File: src/design/kl_ram.sv
// Generic single-write, single-read RAM with a registered read port.
// Stands alone; width and depth come in as parameters.

module kl_ram #(
    parameter int WIDTH = 32,
    parameter int DEPTH = 32
) (
    input  logic                     i_clk,
    input  logic                     i_we,
    input  logic [$clog2(DEPTH)-1:0] i_waddr,
    input  logic [WIDTH-1:0]         i_wdata,
    input  logic [$clog2(DEPTH)-1:0] i_raddr,
    output logic [WIDTH-1:0]         o_rdata
);

    logic [WIDTH-1:0] r_mem [DEPTH];
    logic [WIDTH-1:0] r_rdata;

    always_ff @(posedge i_clk) begin
        if (i_we) begin
            r_mem[i_waddr] <= i_wdata;
        end
        r_rdata <= r_mem[i_raddr];
    end

    assign o_rdata = r_rdata;

endmodule

File: config.mk
export PLATFORM = sky130hd
export DESIGN_NAME = kl_ram
export DESIGN_NICKNAME = d
export VERILOG_FILES = /design/src/design/kl_ram.sv
export SDC_FILE = /design/constraint.sdc
export NUM_CORES = 1
export LEC_CHECK = 0
export BUFFER_PORTS_ARGS = -buffer_cell sky130_fd_sc_hd__buf_4
export CORE_MARGIN = 2
export CORE_UTILIZATION = 50
export CTS_CLUSTER_SIZE = 16
export DETAILED_ROUTE_END_ITERATION = 10
export PLACE_DENSITY_LB_ADDON = 0.1
export SETUP_SLACK_MARGIN = 0.4
export SKIP_LAST_GASP = 1
export SYNTH_ARGS = -nofsm -noshare
export SYNTH_HDL_FRONTEND = slang
export SYNTH_SLANG_ARGS = --single-unit
File: constraint.sdc
create_clock -name i_clk -period 3.2 [get_ports i_clk]
set_clock_uncertainty 0.15 [all_clocks]
set_input_delay 0.16 -clock i_clk [delete_from_list [all_inputs] [get_ports i_clk]]
set_output_delay 0.16 -clock i_clk [all_outputs]
set_load 0.02 [all_outputs]
* Word-level counts from Yosys, hierarchy flattened
Memory sizes are Yosys's and may differ from the RTL's. A register that Yosys moved wholly into a read port is not among the register bits. Index checks and enable logic that the tools add are counted.
Storage, ports and cells: bits in registers 0, RAM bits 1024, input bits 44, output and inout port bits 32, word-level logic and storage cells 3, memories kept 1
Cells by class: multiplexer cells 2
Memories:
- r_mem | depth 32, bits a word 32, read ports 1, clocked after memory_dff 1, write ports 1, line 16 | logic [WIDTH-1:0] r_mem [DEPTH];
Operators with widths (number):
- $mux 1 | 2

* Logic depth before layout (Yosys ltp)
depth in word-level cells 2, gate-level depth with buffers 8

* Worst setup path before layout
No wires, ideal clock.
path kind input -> register, from in i_waddr[1], to mem r_mem[12][0] (enable), data arrival time 2.173 ns, data required time 2.629 ns, slack 0.456 ns, stages on the path 3, cells stage by stage or3b_2 -> clkbuf_1 -> nor2_1
RTL lines:
- from (decl) | line 10 | input logic [$clog2(DEPTH)-1:0] i_waddr,
- to (decl) | line 16
No word-level cell before the write port.

==> results.yml <==
yosys:
  syn_area_per_cell_um2: 17.9
  synth-edff-count: 1024
  yosysUniqueCellTypes: 25
  syn_area_um2: 40500
  synthTopCellsByArea: "edfxtp_1 76%, mux2i_1 13%, a22oi_1 1.8%"
  yosysWarnings: 0
  async_flop_share_pct: 0
  synthCells: 2260
  synthFlopType: "edfxtp_1"
  ys_seq_area_share_pct: 77.5
  yosysTopAreaCell: "edfxtp_1"
  synthDominantCellAreaShare_pct: 76.0
  synth-seq-cells: 1056
  syn_nets: 2304
clock_network:
  htree_levels: 3
  postCtsHoldBufs: 34
  cts_made_buffers: 106
  clk_path_buf_depth: 3
  postCtsSetupRepairBufs: 0
  root_buffer: "clkbuf_16"
  clk_pin_slew_ns: 0.06
  cts_sinks: 1056
  cts_resized: 0
  clock_latency_ns: 0.67
  cts_tree: "yes"
sta:
  setup_viol: 0
  period_share_pct: 72.4
  drv_slew: 0
  worst_slew_pin_slew_ns: 0.986
  tns_ns: 0
  slew_headroom_pct: 34.2
  finalCriticalPeriod_ns: 2.32
  fmax_ghz: 0.431
  hold_slack_ns: 0.0667
  grt_setup_unrepaired: "no"
  final_hold_viol_count: 0
critical_path:
  startpoint_type: "primary input"
  critical-path-max-stage-delay_ns: 0.54
  cpMaxStageDelayCell: "and2b_4"
  critical_path_class: "in -> reg"
  path_buf_inv: 4
  cpMostUsedCell: "buf_4"
  critPathMaxFanout: 20
  cp_cell_sequence: "dlygate4sd3_1 > buf_4 > and2b_4 > buf_4 > buf_4 > a22o_1 > nor3_1 > a31oi_1 > nand3_1"
  worstPathRequired_ns: 3.58
  crit_path_end_kind: "register"
  crit_arrival_ns: 2.69
  crit_family: "buffers and inverters"
die:
  start_util_pct: 50.4
  core_um2: 80300
  dieWidth_um: 289
  row_count: 104
  num_io_pins: 76
  die_h_um: 289
  die_area_um2: 83300
detailed_routing:
  drt_pass1_iterations: 5
  drt-total-wl_mm: 96.0
  initialDrtViolationCount: 1793
  avgViaCountPerCell: 5.82
  wl_per_cell_um: 26.6
  detail-route-antenna-nets: 0
  drcViolationCount: 0
  vias: 21000
min_path:
  hold_class: "in -> reg"
place:
  dpl.hpwl_mm: 57.2
  routabilityCongestion: 0.782
  io_buffers: 75
  placed_cell_area_um2: 43000
grt:
  grt_max_degree: 58
  grt-ovfl-total: 0
  grtUsageTotal_pct: 23.2
  grt_pass1_wl_mm: 140
  grt_pass1_vias: 21100
  antenna_found_initial: 2
final_layout:
  multi_input_area_um2: 8610
  final_nets: 2509
  drive_above_1_share_pct: 15.1
  seqCellArea_um2: 31400
  diodes: 0
  nFillCells: 5985
  areaGrowthSynthToFinish_pct: 15.5
  final_area_um2: 46700
power:
  ir_worst_vdd_uv: 479
  power_leakage_nw: 16.4
  power_density_nw_per_um2: 624
run:
  drv_cap: 0
outcome:
  status: "finished clean"
[flip-flops by register name (all words and copies together), names as in the netlist]
| register | count |
|---|---|
| r_mem | 1024 |
| o_rdata | 32 |
[per-layer routing]
| metal | track usage [%] | up-vias | part of all wire, % |
|---|---|---|---|
| li1 | - | 9395 | - |
| met1 | 32.6 | 10900 | 43 |
| met2 | 38.0 | 582 | 49 |
| met3 | 3.63 | 120 | 5.6 |
| met4 | 6.01 | 4 | 2.0 |
| met5 | 0 | - | 0.025 |
[Yosys cell counts (15+ instances only)]
master       n
a21oi_1     96
a22o_1      64
a22oi_1     96
a31oi_1     32
buf_2       26
buf_4       33
buf_6       15
clkbuf_1    46
dfxtp_1     32
edfxtp_1  1024
mux2i_1    512
nand2_1     98
nand3_1     98
nor2_1      34
nor3_1      32
[worst reg2reg max path, cell delays in order, from the launching register on]
cell and delay [ns]:
edfxtp_1 0.37, mux2i_1 0.15, a22o_1 0.17, nor3_1 0.06
a31oi_1 0.49, nand3_1 0.14
[cells in the final DEF, fill, tap and decap left out, drive strengths merged, types with 34 or more instances in the layout]
cell type,n
a22o,64
clkinv,55
a22oi,96
nand3,98
nor2,34
edfxtp,1024
mux2i,512
clkbuf,128
a21oi,96
buf,190
dlygate4sd3,34
nand2,98
[cells by family (layout without fill, tap and decap cells)]
kind of cell / Yosys count / in the layout / synth area share (%)
flip-flops: 1056 / 1056 / 77.5
AO/OA/AOI/OAI: 288 / 288 / 4.85
buffers and inverters: 127 / 421 / 1.86
multiplexers: 512 / 512 / 12.7
AND/OR/NAND/NOR: 277 / 277 / 3.10
[metrics by stage]
step / util [%] / setup slack [ns] / power [mW] / std cells
floorplan: - / 0.456 / 16.6 / 2260
global route: 58.2 / 0.830 / 30.1 / 3614
global placement: 53.5 / 0.722 / 17.3 / 3383
CTS: 58.2 / 0.925 / 29.4 / 3614
finish: 58.2 / 0.882 / 29.2 / 3614
detailed placement: 53.5 / 0.680 / 17.4 / 3383
[path summary, 6_finish.rpt]
check,start,to,slack [ns],cells past startpoint
worst max-delay path,i_raddr[2],o_rdata[19],0.88,9
worst min register to register,r_mem[26][18],o_rdata[18],0.45,4
worst min-delay path,i_raddr[1],o_rdata[23],0.07,6
worst max register to register,r_mem[4][21],o_rdata[21],1.52,5
[power by group]
group / internal (mW) / switching (mW)
clock network: 6.92 / 5.14
logic: 0.574 / 1.06
registers: 15.4 / 0.0848
total: 22.9 / 6.28
[cell type report]
| class | instances | share of cell area [%] |
|---|---|---|
| clock inverter | 69 | 1.38 |
| timing repair buffer | 224 | 4.28 |
| sequential | 1056 | 67.1 |
| tap | 1060 | 2.84 |
| multi-input combinational | 1077 | 18.4 |
| clock buffer | 128 | 5.94 |
Note: power is estimated with default switching activity, not from simulation.
