### src/design/kl_pkg.sv
// Package for the keyed lock table: sizes, codes, state and handshake types.
// Used by kl_match, kl_notes and keyed_lock_table; it depends on nothing else.

package kl_pkg;

    // Table geometry.
    localparam int SLOTS     = 32;
    localparam int SLOT_W    = $clog2(SLOTS);
    localparam int SLOT_FW   = 5;            // width of the slot field on the bus
    localparam int KEY_W     = 128;
    localparam int TIME_W    = 32;
    localparam int HOLD_W    = 16;
    localparam int MAX_NOTES = 32;
    localparam int CNT_W     = $clog2(MAX_NOTES + 1);

    // Bus layout.
    localparam int CMD_W       = 3;
    localparam int BYTE_W      = 8;
    localparam int IN_TDATA_W  = 144;
    localparam int OUT_TDATA_W = 8;
    localparam int NOTICE_W    = 3;

    localparam logic [HOLD_W-1:0] HOLD_RESET   = 16'd30;
    localparam logic [BYTE_W-1:0] RELEASE_BYTE = 8'h52;

    // Command codes.
    localparam logic [CMD_W-1:0] CMD_CONNECT = 3'd0;
    localparam logic [CMD_W-1:0] CMD_KEY     = 3'd1;
    localparam logic [CMD_W-1:0] CMD_DATA    = 3'd2;
    localparam logic [CMD_W-1:0] CMD_HANGUP  = 3'd3;
    localparam logic [CMD_W-1:0] CMD_TICK    = 3'd4;

    typedef enum logic [1:0] {
        MODE_IDLE    = 2'd0,
        MODE_OWNER   = 2'd1,
        MODE_KEYWAIT = 2'd2,
        MODE_WAITER  = 2'd3
    } t_mode;

    typedef enum logic [NOTICE_W-1:0] {
        N_GRANTED = 3'd0,
        N_WAITING = 3'd1,
        N_WOKEN   = 3'd2,
        N_CLOSED  = 3'd3,
        N_REOPEN  = 3'd4,
        N_IGNORED = 3'd5
    } t_notice;

    typedef enum logic [2:0] {
        S_IDLE,
        S_GRAB,
        S_WAKE,
        S_TICK,
        S_REQ,
        S_LAST,
        S_FLUSH
    } t_state;

    // Request from the sequencer to the notice stage.
    typedef struct packed {
        logic               emit;
        logic               flush;
        logic [SLOT_FW-1:0] slot;
        t_notice            code;
    } t_note_req;

    // Status from the notice stage back to the sequencer.
    typedef struct packed {
        logic emit_ok;
        logic flush_ok;
    } t_note_st;

endpackage

### src/design/kl_match.sv
// Shared compare unit: key equality and wrap-safe deadline expiry.
// Depends on kl_pkg for the key and time widths.

module kl_match (
    input  logic [kl_pkg::KEY_W-1:0]  i_key_a,
    input  logic [kl_pkg::KEY_W-1:0]  i_key_b,
    input  logic [kl_pkg::TIME_W-1:0] i_now,
    input  logic [kl_pkg::TIME_W-1:0] i_deadline,
    output logic                      o_eq,
    output logic                      o_expired
);
    import kl_pkg::*;

    logic [TIME_W-1:0] diff;

    assign diff      = i_now - i_deadline;
    assign o_eq      = (i_key_a == i_key_b);
    // The deadline has passed when now minus deadline is not negative.
    assign o_expired = ~diff[TIME_W-1];

endmodule

### config.mk
export PLATFORM = sky130hd
export DESIGN_NAME = kl_match
export DESIGN_NICKNAME = d
export VERILOG_FILES = /design/src/design/kl_pkg.sv /design/src/design/kl_match.sv
export SDC_FILE = /design/constraint.sdc
export NUM_CORES = 1
export LEC_CHECK = 0
export ABC_AREA = 0
export BUFFER_PORTS_ARGS = -buffer_cell sky130_fd_sc_hd__buf_4
export CAP_MARGIN = 20
export CORE_AREA = 2 2 123 125
export DETAILED_ROUTE_END_ITERATION = 6
export DIE_AREA = 0 0 125 127
export GPL_ROUTABILITY_DRIVEN = 0
export SLEW_MARGIN = 20
export SYNTH_ARGS = -nofsm -noshare
export SYNTH_HDL_FRONTEND = slang
export SYNTH_SLANG_ARGS = --single-unit
### constraint.sdc
create_clock -name vclk -period 1.3
set_input_delay 0.065 -clock vclk [all_inputs]
set_output_delay 0.065 -clock vclk [all_outputs]
set_load 0.02 [all_outputs]
### After elaboration in Yosys (flattened, before gate mapping)

Cells that the tools add are included.

* memories kept: 0
* bits of input ports: 320
* register bits after elaboration: 0
* word-level logic and storage cells: 3
* latch bits: 0
* bits in read-only memories: 0
* output and inout port bits: 2
* RAM bits: 0

* bitwise gates (word level): 1
* equality and inequality tests: 1
* $lt $le $gt $ge: 0
* shift-type cells: 0
* muxes and demuxes: 0
* add/sub/neg operators: 1
* reductions and logical operators: 0
* multipliers: 0
* divide/modulo/power cells: 0

Operators with widths (number)
* $eq A128 B128 Y1: 1
* $sub A32 B32 Y32: 1
* $not A1 Y1: 1

### Logic depth before layout (Yosys ltp)

Gate-level depths: netlist of run 1.

* depth after elaboration: 2
* depth in mapped cells: 8
* mapped depth without buffers: 8

### Least setup slack after synthesis of run 1

OpenSTA, ideal clock, no wires.

* kind: input port to output port
* start: input port i_deadline[29] (netlist name)
* end: output port o_expired
* path slack: -0.133 ns
* arrival time: 1.368 ns
* cell stages on the path: 7
* data required time: 1.235 ns
* buffers on the path: 0
* path through: inv_1 -> ha_1 -> nand4_1 -> nor3_2 -> and3_1 -> a21oi_2 -> xnor2_1

* word-level cells in the longest chain between the ends: 2

RTL lines
* start: declaration: RTL line kl_match.sv:8 `input logic [kl_pkg::TIME_W-1:0] i_deadline,`
* $sub A32 B32 Y32: RTL line kl_match.sv:16 `assign diff = i_now - i_deadline;`
* $not A1 Y1: RTL line kl_match.sv:19 `assign o_expired = ~diff[TIME_W-1];`
* end: declaration: RTL line kl_match.sv:10 `output logic o_expired`

Every way passes these cells.

### Worst setup path after layout of run 1

* start: input port i_key_a[98] (netlist name)
* end: output port o_eq

* word-level cells in the longest chain between the ends: 1

RTL lines
* start: declaration: RTL line kl_match.sv:5 `input logic [kl_pkg::KEY_W-1:0] i_key_a,`
* $eq A128 B128 Y1: RTL line kl_match.sv:17 `assign o_eq = (i_key_a == i_key_b);`
* end: declaration: RTL line kl_match.sv:9 `output logic o_eq,`

Every way passes these cells.

==> results.toml, run 1 <==
[floorplanning]
io_pins = 322
die_x_microns = 125
start_util_pct = 15.18
die_area_sq_um = 15880
fp.dieH_microns = 127
core_area_sq_um = 14420
rows = 44

[power]
vdd_drop_max_mv = 0.1530
p_per_area_nw_per_um2 = 310.4
p_leak_nw = 2.497
p_total_mw = 1.642

[setup_path]
critPathSlowestCell = "nor4_2"
worstPathArrival_ps = 1450
critPathRequiredTime_ps = 1240
critPathKind = "in2out"
crit_buf_inv = 3
cp_max_fo = 1
worstSetupEndpointType = "output port"
critPathTopFamily = "simple AND/OR/NAND/NOR gates"
cp-start-kind = "input pin"
slowest_delay_ps = 310
path_cells = "buf_6, xnor2_2, nand4_1, nor4_2, buf_4, nand4_1, nor3_2, buf_4"

[final_layout]
seqCellArea_sq_um = 0
stdcell_area_sq_um = 5290
nNetsFinal = 969
multiInputGateArea_sq_um = 2420
seq_cells = 0
drive_gt1_share_pct = 62.40
fin_util_pct = 36.68
syn_to_final_growth_pct = 141.6
antenna_cells = 0
nClkBuffers = 0
nFillCells = 1500

[sta]
max_freq_mhz = 659.5
min_period_ps = 1516
setup_violations = 2
slew_headroom_pct = 81.06
slew_viol_final = 0
rsz0062_at_grt = "yes"
worstMarginPinSlew_ps = 281.7
hold_violations = 0
setup_slack_ps = -216.3
layout_worst_path_cycle_share_pct = 116.6
tns_ps = -380.0

[synthesis]
synth_top_area_share_pct = 45.20
netlist_instances = 291
syn-num-nets = 641
synthTopCellsByArea = "xnor2_1 45%, ha_1 17%, nand4_1 8.6%, inv_1 6.2%, xor2_1 4.4%"
syn_area_per_cell_sq_um = 7.524
ys_seq_area_share_pct = 0
synth_area_leader_cell = "xnor2_1"
ys_warn_count = 0
mappedNetlistArea_sq_um = 2190
ys_types = 22

[drt]
num_vias = 3223
first_pass_iters = 4
remaining_drc_errors = 0
ant_nets = 0
wl_per_cell_microns = 13.60
drtIter0Drc = 39
viasPerCell = 4.024
wl_mm = 10.90

[status]
violations = "negative setup slack"
outcome = "finished with violations"

[place]
placed_cell_area_sq_um = 4887
port_buffers = 322
hpwl_mm = 9.925

[job]
maxCapViolCount = 0

[clock_tree]
cts_setup_buffers = 0
cts_hold_buf = 0

[hold_path]
hold_path_end = "o_expired"
hp-start = "i_now[31]"
whs_path_depth = 4
hold_class = "in2out"

[global_route]
grt_pass1_wl_mm = 15.66
grt-ovfl-total = 0
track_usage_pct = 12.04
antenna_found_initial = 0
grt_start_max_net_pins = 4
grt_pass1_vias = 3254
## repair_timing
action	4_1_cts	5_1_grt
pin swaps	17	29
setup endpoints to repair	2	2
resized for setup	23	51
## worst max-delay path by stage
stage                               from   endpoint  cells after the start
after floorplan           i_deadline[22]  o_expired                      8
after global placement         i_now[22]  o_expired                      9
after detailed placement       i_now[22]  o_expired                      9
after CTS                      i_now[29]  o_expired                      8
after global routing         i_key_a[98]       o_eq                      8
final                        i_key_a[98]       o_eq                      8
## synthesized netlist by cell type
cell type	instances
nor2b_1	1
o21ai_1	5
xor2_1	11
nor4_1	10
nor2_1	3
o21ai_0	3
and3_1	2
xnor2_1	113
nand3_1	5
ha_1	30
nand2_1	13
nand4_1	30
nand2b_1	1
and4_1	2
a21oi_1	16
a22o_1	1
o22ai_1	3
nor3_2	2
a21oi_2	1
a221oi_2	2
a221oi_1	1
inv_1	36
## power breakdown
group | total [mW] | switching, mW | internal (mW)
Sequential | 0 | 0 | 0
Clock | 0 | 0 | 0
Combinational | 1.64 | 0.557 | 1.09
## metal layers
layer	vias up	GRT usage, %	wire length [microns]	part of all wire [%]
met5	-	0	0	0
met4	0	1.503	172	1.6
met3	14	2.429	833	7.6
met2	150	23.56	5742	53
met1	1405	13.79	4146	38
li1	1654	-	-	-
## kinds of logic after synthesis
kind of cell             after synthesis  synth area share, %
AO/OA/AOI/OAI                         32                8.914
XOR/XNOR                             124                49.60
adder cells (fa/ha/maj)               30                17.14
buffers and inverters                 36                6.171
AND/OR/NAND/NOR                       69                18.17
## cell usage in the layout (no fill, tap or decap), types with 2 or more instances in the layout
| cell | instances |
|---|---|
| buf_4 | 314 |
| xnor2_1 | 101 |
| nand4_1 | 30 |
| inv_1 | 29 |
| ha_1 | 17 |
| ha_4 | 13 |
| xnor2_2 | 12 |
| buf_6 | 12 |
| xor2_1 | 11 |
| nand2_1 | 10 |
| a21oi_2 | 9 |
| nor4_2 | 8 |
| a21oi_1 | 7 |
| inv_4 | 5 |
| nand3_1 | 5 |
| o21ai_1 | 5 |
| o22ai_1 | 3 |
| nor2_1 | 3 |
| nand2_2 | 3 |
| inv_2 | 2 |
| nor4_1 | 2 |
| a221oi_2 | 2 |
| and3_1 | 2 |
| and4_1 | 2 |
| o21ai_2 | 2 |
## final cells by class
cell class | instances | area share (%)
well taps | 184 | 4.352
repair buffers | 326 | 47.11
inverters | 36 | 2.791
multi-input cells | 255 | 45.74
## per-stage QoR
| step | setup slack [ps] | instances | hold slack, ps |
|---|---|---|---|
| 2_1_floorplan | 10.97 | 291 | 378.2 |
| 3_3_place_gp | -252.4 | 801 | 531.1 |
| 3_5_place_dp | -301.6 | 801 | 537.3 |
| 4_1_cts | -189.0 | 801 | 565.5 |
| 5_1_grt | -263.9 | 801 | 574.7 |
| 6_report | -216.3 | 801 | 534.5 |
No activity file was read; power rests on OpenSTA's default activity.
==> run 2: changes to the inputs <==
- RECOVER_POWER: default -> 25
- clock period: 1.3 -> 1.4 ns (I/O delays scaled with it)
==> run 2 against run 1 <==
Effect of this change:
- hold slack better by 35 ps
- highest routed layer unchanged
- the flow still finishes with violations (negative setup slack)
- power down 7.9%
- die area unchanged
- clock-buffer cell count unchanged
- core utilization down 0.30 points
- wire length up 0.61%
- sequential cell count unchanged
- first-iteration DRC count up 23%
- global-route usage up 0.44 points
- cell count up 0.25%
- largest cell class unchanged
- design area down 0.83%
- sequential share of layout area unchanged
==> results.toml, run 2 (synthesis gave the netlist of run 1 again) <==
[drt]
num_vias = 3242
ant_nets = 0
viasPerCell = 4.037
drtIter0Drc = 48
remaining_drc_errors = 0
first_pass_iters = 4
wl_mm = 10.96
wl_per_cell_microns = 13.65

[final_layout]
drive_gt1_share_pct = 61.07
seq_cells = 0
seqCellArea_sq_um = 0
layout_common_cells = "325 x buf_4, 103 x xnor2_1, 30 x nand4_1, 29 x inv_1, 19 x ha_1"
final_common_cell = "buf_4"
nFillCells = 1538
nClkBuffers = 0
fin_util_pct = 36.37
nNetsFinal = 971
syn_to_final_growth_pct = 139.6
antenna_cells = 0

[hold_path]
hold_class = "in2out"
whs_path_depth = 4

[power]
p_leak_nw = 2.499
vdd_drop_max_mv = 0.1478
p_per_area_nw_per_um2 = 288.4

[global_route]
grt_pass1_wl_mm = 16.25
grt_start_max_net_pins = 4
track_usage_pct = 12.48
antenna_found_initial = 0
grt-ovfl-total = 0
grt_pass1_vias = 3382

[floorplanning]
fp.dieH_microns = 127
rows = 44
start_util_pct = 15.18
core_area_sq_um = 14420
die_x_microns = 125
die_area_sq_um = 15880
io_pins = 322

[setup_path]
worstSetupEndpointType = "output port"
path_cells = "buf_4, ha_4, nand4_1, nor3_4, and3_1, a21oi_2, xnor2_2, buf_4"
critPathTopFamily = "simple AND/OR/NAND/NOR gates"
critPathSlowestCell = "ha_4"
critPathRequiredTime_ps = 1330
slowest_delay_ps = 270
critPathMostFrequentCell = "buf_4"
cp-start-kind = "input pin"
critPathKind = "in2out"
crit_buf_inv = 2
cp_max_fo = 3
worstSetupPathDepth = 8
worstPathArrival_ps = 1480

[sta]
max_freq_mhz = 645.8
hold_violations = 0
setup_violations = 2
tns_ps = -202.1
slew_headroom_pct = 78.34
slew_viol_final = 0
rsz0062_at_grt = "yes"
setup_slack_ps = -148.5
worstMarginPinSlew_ps = 322.3
layout_worst_path_cycle_share_pct = 110.6
min_period_ps = 1548

[status]
violations = "negative setup slack"
outcome = "finished with violations"

[place]
hpwl_mm = 10.04
port_buffers = 322

[job]
maxCapViolCount = 0

[clock_tree]
cts_hold_buf = 0
## run 2: cell type report
type,count,area (sq um),share of cell area [%]
Inverter,36,140.1,2.671
Multi-Input combinational cell,255,2399,45.72
Tap cell,184,230.2,4.388
Timing Repair Buffer,328,2477,47.22
## run 2: per-stage QoR
stage | std cells | hold slack, ps | instance area (sq um) | total power [mW] | setup WS (ps)
floorplan | 291 | 396.2 | 2197 | 0.5215 | 65.92
global placement | 804 | 569.6 | 4897 | 1.378 | -449.3
detailed placement | 804 | 571.5 | 4897 | 1.390 | -471.4
CTS | 804 | 543.5 | 5149 | 1.487 | -137.2
global route | 803 | 604.5 | 5246 | 1.655 | -216.9
finish | 803 | 569.5 | 5246 | 1.513 | -148.5
## run 2: routing by layer
metal | GRT usage [%] | vias to the layer above | routed length [microns]
li1 | - | 1660 | -
met1 | 14.31 | 1401 | 4071
met2 | 23.91 | 165 | 5708
met3 | 2.889 | 16 | 1013
met4 | 1.961 | 0 | 168
met5 | 0 | - | 0
## run 2: path summary, 6_finish.rpt
check	startpoint	endpoint	slack (ps)
worst min-delay path	i_now[31]	o_expired	570
worst max-delay path	i_now[29]	o_expired	-150
## run 2: report_power, final
group | internal [mW] | switching, mW | leakage, nW
combinational | 0.992 | 0.521 | 2.50
sequential | 0 | 0 | 0
clock | 0 | 0 | 0
total | 0.992 | 0.521 | 2.50
## run 2: repair_timing
item / CTS / global route
endpoints found under the setup margin: 2 / 2
setup buffers: 0 / 0
gates resized for setup: 41 / 17
pin swaps: 29 / 12
==> run 3: changes to the inputs <==
- CORE_AREA: 2 2 123 125 -> 2 2 125 127
- DIE_AREA: 0 0 125 127 -> 0 0 127 129
- clock period: 1.4 -> 1.85 ns (I/O delays scaled with it)
==> run 3 against run 2 <==
Effect of this change:
- the flow now finishes without violations
- first-iteration DRC count grew 50%
- cell count grew 0.50%
- via count shrank 0.34%
- core utilization down 3.9 points
- power is 32% lower
- largest power group unchanged
==> results.toml, run 3 (synthesis gave the netlist of run 1 again) <==
[job]
maxCapViolCount = 0

[final_layout]
seq_cells = 0
drive_gt1_share_pct = 53.57
stdcell_area_sq_um = 4870
seqCellArea_sq_um = 0
nNetsFinal = 968
layout_common_cells = "324 x buf_4, 113 x xnor2_1, 36 x inv_1, 30 x nand4_1, 30 x ha_1"
nClkBuffers = 0
syn_to_final_growth_pct = 122.4
nFillCells = 1636
final_common_cell = "buf_4"

[global_route]
track_usage_pct = 14.53
grt-ovfl-total = 0
grt_pass1_vias = 3351
grt_start_max_net_pins = 4
antenna_found_initial = 4
grt_pass1_wl_mm = 18.09

[power]
p_total_mw = 1.036
vdd_drop_max_mv = 0.1065
p_leak_nw = 2.397
p_per_area_nw_per_um2 = 212.8

[sta]
slew_viol_final = 0
layout_worst_path_cycle_share_pct = 88.23
slew_headroom_pct = 77.63
setup_violations = 0
worstMarginPinSlew_ps = 332.5
rsz0062_at_grt = "no"
hold_violations = 0
min_period_ps = 1632
max_freq_mhz = 612.6
tns_ps = 0

[setup_path]
critPathSlowestCell = "ha_1"
slowest_delay_ps = 320
path_cells = "buf_4, ha_1, a21oi_1, nand2_1, a221oi_2, nand3_1, a21oi_2, xnor2_1, buf_4"
critPathTopFamily = "compound AO/OA/AOI/OAI gates"
critPathRequiredTime_ps = 1760
worstPathArrival_ps = 1540
crit_start = "i_now[29]"
critPathCapture = "o_expired"
crit_buf_inv = 2
critPathMostFrequentCell = "buf_4"
cp_max_fo = 3
worstSetupPathDepth = 9
critPathKind = "in2out"
worstSetupEndpointType = "output port"
cp-start-kind = "input pin"

[drt]
num_vias = 3231
wl_mm = 12.89
viasPerCell = 4.004
first_pass_iters = 4
wl_per_cell_microns = 15.98
remaining_drc_errors = 0
drtIter0Drc = 72
ant_nets = 0

[place]
hpwl_mm = 12.49
port_buffers = 322
placed_cell_area_sq_um = 4865

[clock_tree]
cts_setup_buffers = 0
cts_hold_buf = 0
cts_resized = 0

[floorplanning]
io_pins = 322
rows = 45
start_util_pct = 14.62
core_area_sq_um = 14980
die_area_sq_um = 16380
die_x_microns = 127
fp.dieH_microns = 129

[hold_path]
hold_class = "in2out"

[status]
outcome = "completed"
[run 3: worst min path at each step]
stage / from / cells after the start / to
floorplan: i_now[31] / 2 / o_expired
global placement: i_deadline[31] / 4 / o_expired
detailed placement: i_deadline[31] / 4 / o_expired
CTS: i_deadline[31] / 4 / o_expired
global route: i_deadline[31] / 4 / o_expired
finish: i_deadline[31] / 4 / o_expired
[run 3: cell type report]
cell class	instances	area (sq um)	share of cell area, %
Inverter	36	135.1	2.775
Tap cell	188	235.2	4.830
Antenna cell	3	7.507	0.1542
Timing Repair Buffer	325	2437	50.05
Multi-Input combinational cell	255	2054	42.19
[run 3: routing by layer]
layer | vias up | wire (microns) | part of all wire (%) | track usage, %
met1 | 1377 | 4615 | 36 | 14.96
met3 | 8 | 1450 | 11 | 5.156
met2 | 186 | 6608 | 51 | 28.43
met5 | - | 0 | 0 | 0
met4 | 0 | 221 | 1.7 | 2.780
li1 | 1660 | - | - | -
[run 3: power by group]
group / internal (mW) / total (mW) / switching, mW
Clock: 0.000000218 / 0.000000218 / 0
Sequential: 0 / 0 / 0
Combinational: 0.688 / 1.04 / 0.348
[run 3: per-stage QoR]
| stage | hold slack, ps | setup slack [ps] | std cells | util (%) |
|---|---|---|---|---|
| after CTS | 610.1 | 193.3 | 804 | 32.48 |
| final | 606.5 | 217.7 | 807 | 32.51 |
| after global placement | 603.6 | 197.8 | 804 | 32.48 |
| after floorplan | 444.3 | 362.2 | 291 | - |
| after global routing | 634.1 | 75.30 | 806 | 32.50 |
| after detailed placement | 608.3 | 193.3 | 804 | 32.48 |
