File: src/design/kl_pkg.sv
// Package for the keyed lock table: sizes, codes, state and handshake types.
// Used by kl_match, kl_notes and keyed_lock_table; it depends on nothing else.

package kl_pkg;

    // Table geometry.
    localparam int SLOTS     = 32;
    localparam int SLOT_W    = $clog2(SLOTS);
    localparam int SLOT_FW   = 5;            // width of the slot field on the bus
    localparam int KEY_W     = 128;
    localparam int TIME_W    = 32;
    localparam int HOLD_W    = 16;
    localparam int MAX_NOTES = 32;
    localparam int CNT_W     = $clog2(MAX_NOTES + 1);

    // Bus layout.
    localparam int CMD_W       = 3;
    localparam int BYTE_W      = 8;
    localparam int IN_TDATA_W  = 144;
    localparam int OUT_TDATA_W = 8;
    localparam int NOTICE_W    = 3;

    localparam logic [HOLD_W-1:0] HOLD_RESET   = 16'd30;
    localparam logic [BYTE_W-1:0] RELEASE_BYTE = 8'h52;

    // Command codes.
    localparam logic [CMD_W-1:0] CMD_CONNECT = 3'd0;
    localparam logic [CMD_W-1:0] CMD_KEY     = 3'd1;
    localparam logic [CMD_W-1:0] CMD_DATA    = 3'd2;
    localparam logic [CMD_W-1:0] CMD_HANGUP  = 3'd3;
    localparam logic [CMD_W-1:0] CMD_TICK    = 3'd4;

    typedef enum logic [1:0] {
        MODE_IDLE    = 2'd0,
        MODE_OWNER   = 2'd1,
        MODE_KEYWAIT = 2'd2,
        MODE_WAITER  = 2'd3
    } t_mode;

    typedef enum logic [NOTICE_W-1:0] {
        N_GRANTED = 3'd0,
        N_WAITING = 3'd1,
        N_WOKEN   = 3'd2,
        N_CLOSED  = 3'd3,
        N_REOPEN  = 3'd4,
        N_IGNORED = 3'd5
    } t_notice;

    typedef enum logic [2:0] {
        S_IDLE,
        S_GRAB,
        S_WAKE,
        S_TICK,
        S_REQ,
        S_LAST,
        S_FLUSH
    } t_state;

    // Request from the sequencer to the notice stage.
    typedef struct packed {
        logic               emit;
        logic               flush;
        logic [SLOT_FW-1:0] slot;
        t_notice            code;
    } t_note_req;

    // Status from the notice stage back to the sequencer.
    typedef struct packed {
        logic emit_ok;
        logic flush_ok;
    } t_note_st;

endpackage

File: src/design/kl_notes.sv
// Notice stage: holds one notice back so the final one of an item can carry
// tlast, then drives the master side through an output register. Uses kl_pkg.

module kl_notes (
    input  logic                           i_clk,
    input  logic                           i_rst_n,
    input  kl_pkg::t_note_req              i_req,
    output kl_pkg::t_note_st               o_st,
    output logic                           o_m_tvalid,
    input  logic                           i_m_tready,
    output logic [kl_pkg::OUT_TDATA_W-1:0] o_m_tdata,   // [4:0] target_slot, rest zero
    output logic [kl_pkg::NOTICE_W-1:0]    o_m_tuser,   // [2:0] notice
    output logic                           o_m_tlast
);
    import kl_pkg::*;

    logic               r_pv;
    logic [SLOT_FW-1:0] r_pslot;
    t_notice            r_pcode;
    logic [CNT_W-1:0]   r_cnt;
    logic               r_ov;
    logic [SLOT_FW-1:0] r_oslot;
    t_notice            r_ocode;
    logic               r_olast;

    logic out_free;
    logic capped;
    logic do_emit;
    logic do_flush;
    logic push;

    assign out_free = ~r_ov | i_m_tready;
    // Notices past the per-item limit are dropped silently.
    assign capped   = (r_cnt >= CNT_W'(MAX_NOTES));

    assign o_st.emit_ok  = capped | ~r_pv | out_free;
    assign o_st.flush_ok = ~r_pv | out_free;

    assign do_emit  = i_req.emit & o_st.emit_ok & ~capped;
    assign do_flush = i_req.flush & o_st.flush_ok;
    assign push     = r_pv & (do_emit | do_flush);

    always_ff @(posedge i_clk) begin
        if (!i_rst_n) begin
            r_pv  <= 1'b0;
            r_cnt <= '0;
            r_ov  <= 1'b0;
        end else begin
            if (do_emit) begin
                r_pv <= 1'b1;
            end else if (do_flush) begin
                r_pv <= 1'b0;
            end

            if (do_flush) begin
                r_cnt <= '0;
            end else if (do_emit) begin
                r_cnt <= CNT_W'(r_cnt + 1'b1);
            end

            if (push) begin
                r_ov <= 1'b1;
            end else if (i_m_tready) begin
                r_ov <= 1'b0;
            end
        end
    end

    always_ff @(posedge i_clk) begin
        if (do_emit) begin
            r_pslot <= i_req.slot;
            r_pcode <= i_req.code;
        end
        if (push) begin
            r_oslot <= r_pslot;
            r_ocode <= r_pcode;
            r_olast <= do_flush;
        end
    end

    assign o_m_tvalid = r_ov;
    assign o_m_tdata  = OUT_TDATA_W'(r_oslot);
    assign o_m_tuser  = r_ocode;
    assign o_m_tlast  = r_olast;

endmodule

File: config.mk
export PLATFORM = sky130hd
export DESIGN_NAME = kl_notes
export DESIGN_NICKNAME = d
export VERILOG_FILES = /design/src/design/kl_pkg.sv /design/src/design/kl_notes.sv
export SDC_FILE = /design/constraint.sdc
export NUM_CORES = 1
export LEC_CHECK = 0
export BUFFER_PORTS_ARGS = -buffer_cell sky130_fd_sc_hd__clkbuf_2
export CORE_MARGIN = 2
export CORE_UTILIZATION = 44
export CTS_CLUSTER_DIAMETER = 100
export DETAILED_ROUTE_END_ITERATION = 6
export PLACE_DENSITY = 0.81
export SYNTH_ARGS = -nofsm -noshare
export SYNTH_HDL_FRONTEND = slang
export SYNTH_SLANG_ARGS = --single-unit
export TNS_END_PERCENT = 50
File: constraint.sdc
create_clock -name i_clk -period 1.5 [get_ports i_clk]
set_clock_uncertainty 0.05 [all_clocks]
set_input_delay 0.15 -clock i_clk [delete_from_list [all_inputs] [get_ports i_clk]]
set_output_delay 0.15 -clock i_clk [all_outputs]
set_load 0.01 [all_outputs]
After elaboration in Yosys (flattened, before gate mapping)

Index checks and enable logic that the tools add are counted.

Register bits: 25
Input port bits: 13
Output and inout bits: 15
Logic and storage cells: 30

Add/subtract/negate cells: 1
Magnitude comparators: 1
Mux-type cells: 4
Bitwise logic cells: 13
Reductions and logical operators: 3

Operators with widths:

| cell                                                           | number |
|---|---|
| 6-bit by 1-bit adder with 6-bit output (second input constant) | 1 |
| 6-bit >= comparator (second input constant)                    | 1 |
| 1-bit OR                                                       | 5 |
| 1-bit bitwise AND                                              | 4 |
| 1-bit two-way mux                                              | 4 |
| 1-bit NOT                                                      | 4 |
| 2-bit nonzero test                                             | 2 |
| 2-bit OR reduction                                             | 1 |

Longest topological paths before layout

Gate-level depths: netlist of run 1.

Depth in word-level cells: 8
Depth in mapped cells: 4
Depth with buffers taken out: 4

Worst setup path before layout of run 1

Ideal clock, no wire load.

Path type: reg-to-reg
From: register r_ov (netlist: o_m_tvalid)
To: register r_pcode[0], enable pin
Data arrival time: 1.126 ns
Required time: 1.076 ns
Slack: -0.050 ns
Stages on the path, launching flop included: 4
Buffers on the path: 1
Period minus slack after synthesis: 1.550 ns
Cells stage by stage: dfxtp_1 and3b_1 buf_2 nor2_1

Cells in the longest elaborated chain, start to end: 5

Ends and longest elaborated chain:

| what                           | RTL line       | RTL |
|---|---|---|
| start: declaration             | kl_notes.sv:21 | `logic r_ov;` |
| start signal: assignment       | kl_notes.sv:47 | `r_ov <= 1'b0;` |
| start signal: assignment       | kl_notes.sv:62 | `r_ov <= 1'b1;` |
| start signal: assignment       | kl_notes.sv:64 | `r_ov <= 1'b0;` |
| 1-bit NOT                      | kl_notes.sv:32 | `assign out_free = ~r_ov \| i_m_tready;` |
| 1-bit OR                       | kl_notes.sv:32 |  |
| 1-bit OR                       | kl_notes.sv:36 | `assign o_st.emit_ok = capped \| ~r_pv \| out_free;` |
| 1-bit bitwise AND (2 in a row) | kl_notes.sv:39 | `assign do_emit = i_req.emit & o_st.emit_ok & ~capped;` |
| net do_emit                    | kl_notes.sv:28 | `logic do_emit;` |
| end signal: assignment         | kl_notes.sv:72 | `r_pcode <= i_req.code;` |
| end: declaration               | kl_notes.sv:19 | `t_notice r_pcode;` |

The timed path passes the listed nets, and every way through them passes these cells.
A chain may end at the register's enable or synchronous reset.

==> results of run 1 <==
## cell usage in the layout (no fill, tap or decap), drive strengths merged, types with 3 or more instances in the layout
cell | synthesis | layout
clkbuf | 0 | 26
edfxtp | 17 | 17
inv | 4 | 4
nand3 | 3 | 3
nand2b | 3 | 3
dfxtp | 8 | 8
buf | 4 | 10
o21ai | 5 | 5
a21oi | 5 | 5
dlygate4sd3 | 0 | 8
conb | 1 | 3
## stage by stage
stage                     utilization (%)  power [mW]   TNS (ns)  hold slack (ns)
after floorplan                         -      0.8439          0           0.1989
after global placement              56.06      0.8856          0           0.2781
after detailed placement            56.06      0.8903          0           0.2786
after CTS                           62.00       1.190          0          0.03316
after global routing                64.25       1.246  -0.006850          0.01893
final                               64.25       1.190          0          0.02834
## logic make-up after synthesis
group	Yosys count	synth area share, %
other	1	0.3954
AND/OR/NAND/NOR	18	11.61
adder cells (fa/ha/maj)	2	2.638
AO/OA/AOI/OAI	16	10.16
buffers and inverters	8	4.484
flip-flops	25	70.71
## layer usage
layer  vias to the layer above  GRT usage, %  wire [µm]
met2                        25         23.03        796
met4                         0         14.41         73
met5                         -             0          0
met1                       314         17.00        757
met3                         8         2.381         88
li1                        341             -          -
## registers in the layout, indices dropped and copies added (netlist names)
register / count
r_cnt: 6
r_oslot: 5
r_pslot: 5
o_m_tuser: 3
r_pcode: 3
o_m_tlast: 1
o_m_tvalid: 1
r_pv: 1
## layout make-up
cell class                      instances  share of cell area [%]
Sequential cell                        25                   52.53
Timing Repair Buffer                   41                   21.11
Multi-Input combinational cell         40                   20.43
Tap cell                               27                   2.626
Clock buffer                            3                   1.751
Inverter                                4                   1.167
Clock inverter                          1                  0.3891
## power by group
group	switching, mW	internal, mW	total, mW	leakage [nW]
clock network	0.193	0.100	0.293	0.0177
logic	0.0553	0.0564	0.112	0.269
registers	0.0120	0.773	0.785	0.229
## how the worst max path moves through the flow
| stage | from | end | depth (start not counted) |
|---|---|---|---|
| CTS | r_pv$_SDFFE_PN0P_ | o_st[1] | 4 |
| global route | r_cnt[0]$_SDFFE_PP0P_ | r_cnt[4]$_SDFFE_PP0P_ | 4 |
| floorplan | r_cnt[5]$_SDFFE_PP0P_ | o_m_tlast$_DFFE_PP_ | 3 |
| finish | o_m_tvalid$_SDFFE_PN0P_ | o_st[1] | 4 |
| detailed placement | r_cnt[1]$_SDFFE_PP0P_ | r_cnt[4]$_SDFFE_PP0P_ | 4 |
| global placement | r_cnt[0]$_SDFFE_PP0P_ | r_cnt[4]$_SDFFE_PP0P_ | 4 |
## timing repair
action	CTS	global route
hold buffers	8	0
pin swaps	1	2
endpoints found under the hold margin	8	0
gates cloned	1	0
endpoints found under the setup margin	2	2
buffers inserted	0	4
resized for setup	2	6
==> reports/qor.csv, run 1 <==
stage,metric,value,unit
hold_path,worst min-delay path startpoint,i_rst_n,
final_layout,Final Cell Area,1286,µm²
setup_path,FF-to-FF setup slack,0.10,ns
hold_path,Hold EP,r_pv$_SDFFE_PN0P_,
synth,Ys Warns,0,
place,hpwl dp,1.179,mm
floorplan,Die Y,50.43,µm
timing,Final WS setup,0.05570,ns
drt,initial DRC count,8,
setup_path,ordered cell list for the critical path,and3b_2 -> buf_6 -> nand2b_4 -> buf_2,
drt,vias,688,
floorplan,Die W,50.43,µm
synth,"FFs w/ async S/R, synth",0,%
global_route,first-pass GRT wire length,2.663,mm
final_layout,Final Net Count,130,
setup_path,Reg-to-Reg Start,r_cnt[0]$_SDFFE_PP0P_,
place,input/output buffers,24,
synth,Area contributors post-synth,"edfxtp_1 54%, dfxtp_1 17%, a21oi_1 2.6%",
hold_path,HP Class,in2reg,
setup_path,arrival time at the worst endpoint,1.24,ns
synth,Post-Syn Instances,70,
synth,Yosys cell types,24,
global_route,Total GRT Usage,14.79,%
timing,Max Slew Vio Count,0,
clock_network,"Reg clk slew, reported paths",0.13,ns
drt,Routed Antenna Nets,0,
hold_path,Worst Hold Depth,2,
setup_path,reg-to-reg endpoint,r_cnt[4]$_SDFFE_PP0P_,
setup_path,"Req. time, crit path",1.30,ns
clock_network,Clock Sinks,25,
setup_path,Setup crit end kind,primary output,
setup_path,Top Family by Delay on Critical Path,flip-flops,
clock_network,cts bufs inserted,3,
floorplan,Die Area,2543,µm²
drt,vias per cell,4.879,
synth,Yosys top cell area share,53.83,%
clock_network,cell at the root of the clock tree,clkbuf_4,
final_layout,proportion of layout cells with a drive suffix above 1,38.60,%
power_and_ir_drop,P_leak,0.5159,nW
clock_network,Clock Latency Late Sink,0.32,ns
synth,Yosys reg bits,25,
timing,period utilization,96.29,%
synth,top-count cell post-synth,edfxtp_1,
drt,drt drc,0,
drt,total wire length,1.716,mm
timing,final setup fails,0,
setup_path,critical path startpoint category,register,
place,pre-CTS WS,0.1014,ns
final_layout,register area,675.6,µm²
setup_path,worst reg2reg path depth,4,
setup_path,crit-path max cell delay,0.37,ns
place,"Cell Area, Placed",1122,µm²
floorplan,initial core utilization,47.38,%
final_layout,area occupied by multi-input gates,262.8,µm²
power_and_ir_drop,PwrDens,925.5,nW/µm²
floorplan,Core Area,2002,µm²
setup_path,"slowest stage cell, crit path",dfxtp_2,
power_and_ir_drop,Peak VDD IR,0.5240,mV
final_layout,Non-Filler Instances,141,
place,Placer Congestion,0.7146,
clock_network,CTS Buffer Depth,2,
outcome,outcome,completed,
synth,Synth top cells by count,"17 x edfxtp_1, 8 x dfxtp_1, 5 x a21oi_1, 5 x o21ai_0, 4 x inv_1",
place,Cells after DPL,124,
floorplan,number of core rows,16,
final_layout,Fill cells,163,
synth,Post-Synthesis Cell Area,948.4,µm²
synth,"EDFF count, synth",17,
synth,Synth area leader,edfxtp_1,
run,max cap viols,0,
setup_path,kind of critical path,reg2out,
final_layout,diodes inserted,0,
clock_network,H-tree Lvls,1,
global_route,GR Overflow Total,0,
drt,WL/cell,12.17,µm
global_route,initial antenna violation count,0,
synth,Post-synth top flop,edfxtp_1,
timing,fmax,692.4,MHz
final_layout,Area Overhead vs Synth,35.62,%
synth,sequential share of the synthesized area,70.71,%
timing,crit path time final,1.444,ns
setup_path,WP buf/inv,2,
drt,drt first pass iters,3,
global_route,vias in the first global route,623,
synth,"Avg Cell Area, Syn",13.55,µm²
global_route,pin count of the biggest net entering global routing,15,
floorplan,I/O pin count,28,
setup_path,critical path peak fanout,5,
clock_network,CTS tree,done,
timing,Final Hold Viols,0,
Power figures use the tool's default switching activity.
==> run 2, diff against run 1 <==
--- a/config.mk
+++ b/config.mk
@@ -6,11 +6,12 @@
 export NUM_CORES = 1
 export LEC_CHECK = 0
 export BUFFER_PORTS_ARGS = -buffer_cell sky130_fd_sc_hd__clkbuf_2
+export CORE_ASPECT_RATIO = 0.7
 export CORE_MARGIN = 2
 export CORE_UTILIZATION = 44
 export CTS_CLUSTER_DIAMETER = 100
 export DETAILED_ROUTE_END_ITERATION = 6
-export PLACE_DENSITY = 0.81
+export PLACE_DENSITY = 0.78
 export SYNTH_ARGS = -nofsm -noshare
 export SYNTH_HDL_FRONTEND = slang
 export SYNTH_SLANG_ARGS = --single-unit
==> reports/qor.csv, run 2 (synthesized netlist as in run 1, its figures left out) <==
stage,metric,value,unit,change
outcome,outcome,completed,,unchanged
clock_network,H-tree Lvls,1,,unchanged
power_and_ir_drop,Peak VDD IR,0.4990,mV,was 0.5240 mV
clock_network,Clock Latency Late Sink,0.30,ns,was 0.32 ns
final_layout,diodes inserted,0,,unchanged
final_layout,Fill cells,150,,was 163
timing,crit path time final,1.446,ns,was 1.444 ns
global_route,initial antenna violation count,0,,unchanged
timing,RSZ-0062 raised after global routing,yes,,
global_route,GR Overflow Total,0,,unchanged
power_and_ir_drop,PwrDens,906.0,nW/µm²,was 925.5 nW/µm²
floorplan,Die Area,2549,µm²,was 2543 µm²
place,input/output buffers,24,,unchanged
final_layout,"commonest non-fill, non-tap cell in the layout",clkbuf_2,,unchanged
timing,Max Slew Vio Count,0,,unchanged
floorplan,initial core utilization,45.50,%,was 47.38%
final_layout,biggest regs,"r_cnt x6, r_oslot x5, r_pslot x5",,unchanged
hold_path,worst min-delay path startpoint,i_rst_n,,unchanged
global_route,first-pass GRT wire length,2.691,mm,was 2.663 mm
setup_path,crit-path max cell delay,0.50,ns,was 0.37 ns
clock_network,CTS tree,done,,unchanged
final_layout,Non-Filler Instances,140,,was 141
setup_path,critical path startpoint category,register,,unchanged
drt,WL/cell,11.77,µm,was 12.17 µm
place,hpwl dp,1.096,mm,was 1.179 mm
final_layout,"commonest non-fill, non-tap cells in the layout","24 x clkbuf_2, 17 x edfxtp_1, 12 x buf_4",,"was 23 x clkbuf_2, 17 x edfxtp_1, 8 x dlygate4sd3_1, 8 x buf_4"
setup_path,Setup crit end kind,register,,was primary output
setup_path,"slowest stage cell, crit path",or4_4,,was dfxtp_2
clock_network,CTS Buffer Depth,2,,unchanged
drt,total wire length,1.648,mm,was 1.716 mm
clock_network,cell at the root of the clock tree,clkbuf_4,,unchanged
drt,vias,703,,was 688
setup_path,kind of critical path,reg2reg,,was reg2out
global_route,Total GRT Usage,14.41,%,was 14.79%
final_layout,Largest register FFs,6,,unchanged
drt,drt first pass iters,4,,was 3
setup_path,"Req. time, crit path",1.70,ns,was 1.30 ns
setup_path,Reg-to-Reg Start,o_m_tvalid$_SDFFE_PN0P_,,was r_cnt[0]$_SDFFE_PP0P_
setup_path,arrival time at the worst endpoint,1.64,ns,was 1.24 ns
final_layout,Area Overhead vs Synth,35.88,%,was 35.62%
drt,drt drc,0,,unchanged
timing,fmax,691.4,MHz,was 692.4 MHz
hold_path,HP Class,in2reg,,unchanged
final_layout,area occupied by multi-input gates,254.0,µm²,was 262.8 µm²
setup_path,ordered cell list for the critical path,and3b_2 -> buf_4 -> or4_4 -> a21oi_2,,was and3b_2 -> buf_6 -> nand2b_4 -> buf_2
power_and_ir_drop,P_sw,0.2319,mW,was 0.2606 mW
timing,period utilization,96.42,%,was 96.29%
drt,vias per cell,5.021,,was 4.879
setup_path,critical path peak fanout,6,,was 5
timing,setup TNS,0,ns,unchanged
floorplan,Die Y,42.85,µm,was 50.43 µm
clock_network,cts bufs inserted,3,,unchanged
drt,initial DRC count,14,,was 8
power_and_ir_drop,Gate power share,10.1,%,was 9.4%
power_and_ir_drop,Reg power frac,66.9,%,was 66.0%
floorplan,Die W,59.49,µm,was 50.43 µm
power_and_ir_drop,P_leak,0.5207,nW,was 0.5159 nW
power_and_ir_drop,Clock power frac,23.0,%,was 24.6%
final_layout,Final Net Count,132,,was 130
run,max cap viols,0,,unchanged
floorplan,number of core rows,14,,was 16
timing,Final Hold Viols,0,,unchanged
power_and_ir_drop,Int Power,0.9358,mW,was 0.9299 mW
clock_network,"Reg clk slew, reported paths",0.11,ns,was 0.13 ns
place,Placer Congestion,0.7273,,was 0.7146
global_route,vias in the first global route,617,,was 623
floorplan,I/O pin count,28,,unchanged
final_layout,proportion of layout cells with a drive suffix above 1,38.79,%,was 38.60%
global_route,pin count of the biggest net entering global routing,14,,was 15
clock_network,Clock Sinks,25,,unchanged
drt,Routed Antenna Nets,0,,unchanged
timing,final setup fails,0,,unchanged
place,Cells after DPL,124,,unchanged
final_layout,Biggest register,r_cnt,,unchanged
final_layout,register area,673.1,µm²,was 675.6 µm²
power_and_ir_drop,sw frac,19.86,%,was 21.89%
setup_path,crit path from,o_m_tvalid$_SDFFE_PN0P_,,unchanged
floorplan,Core Area,2085,µm²,was 2002 µm²
## run 2: final cells by class
cell class                 instances  share of cell area [%]
sequential                        25                   52.23
timing repair buffer              44                   22.52
multi-input combinational         39                   19.71
tap                               24                   2.330
clock buffer                       4                   2.039
inverter                           4                   1.165
## run 2: routing by layer
layer,global-route usage [%],share of wire [%],vias to the layer above
met5,0,0,-
met4,2.667,0,0
met3,4.573,4.2,0
met2,24.62,55,22
met1,18.07,41,336
li1,-,-,345
## run 2: power by group through the flow
| stage | logic [mW] | registers [mW] | clock network (mW) |
|---|---|---|---|
| after global routing | 0.130 | 0.785 | 0.315 |
| after floorplan | 0.0392 | 0.805 | 0 |
| final | 0.117 | 0.782 | 0.269 |
| after CTS | 0.113 | 0.782 | 0.289 |
| after detailed placement | 0.0937 | 0.797 | 0 |
| after global placement | 0.0921 | 0.795 | 0 |
## run 2: what timing repair did
item | 4_1_cts | 5_1_grt
hold endpoints to repair | 8 | 0
gates cloned | 0 | 0
resized for setup | 1 | 4
hold buffers | 8 | 0
pin swaps | 1 | 2
setup buffers | 3 | 1
setup endpoints to repair | 2 | 3
## run 2: per-stage QoR
stage	util, %	total power, mW	hold slack [ns]	setup slack [ns]	area (µm²)
3_5_place_dp	54.74	0.8911	0.2786	0.07055	1141
3_3_place_gp	54.74	0.8875	0.2789	0.1571	1141
4_1_cts	60.98	1.183	0.04860	0.01867	1271
2_1_floorplan	-	0.8439	0.1989	0.04248	958.4
5_1_grt	61.82	1.229	0.04228	0.0005295	1289
6_report	61.82	1.168	0.05852	0.05375	1289
## run 2: final timing paths
path                                                end  slack (ns)  depth (start not counted)
worst min register to register     r_oslot[0]$_DFFE_PP_        0.38                          0
worst max-delay path              r_cnt[4]$_SDFFE_PP0P_        0.05                          4
worst min-delay path            o_m_tvalid$_SDFFE_PN0P_        0.06                          2
worst max register to register    r_cnt[4]$_SDFFE_PP0P_        0.05                          4
## run 2: worst max-delay path: cells and delay by family (launching register included)
kind	cells	cell delay (ns)
buffers and inverters	1	0.15
and+or+nand+nor	2	0.75
AOI/OAI and AO/OA	1	0.12
DFF	1	0.33
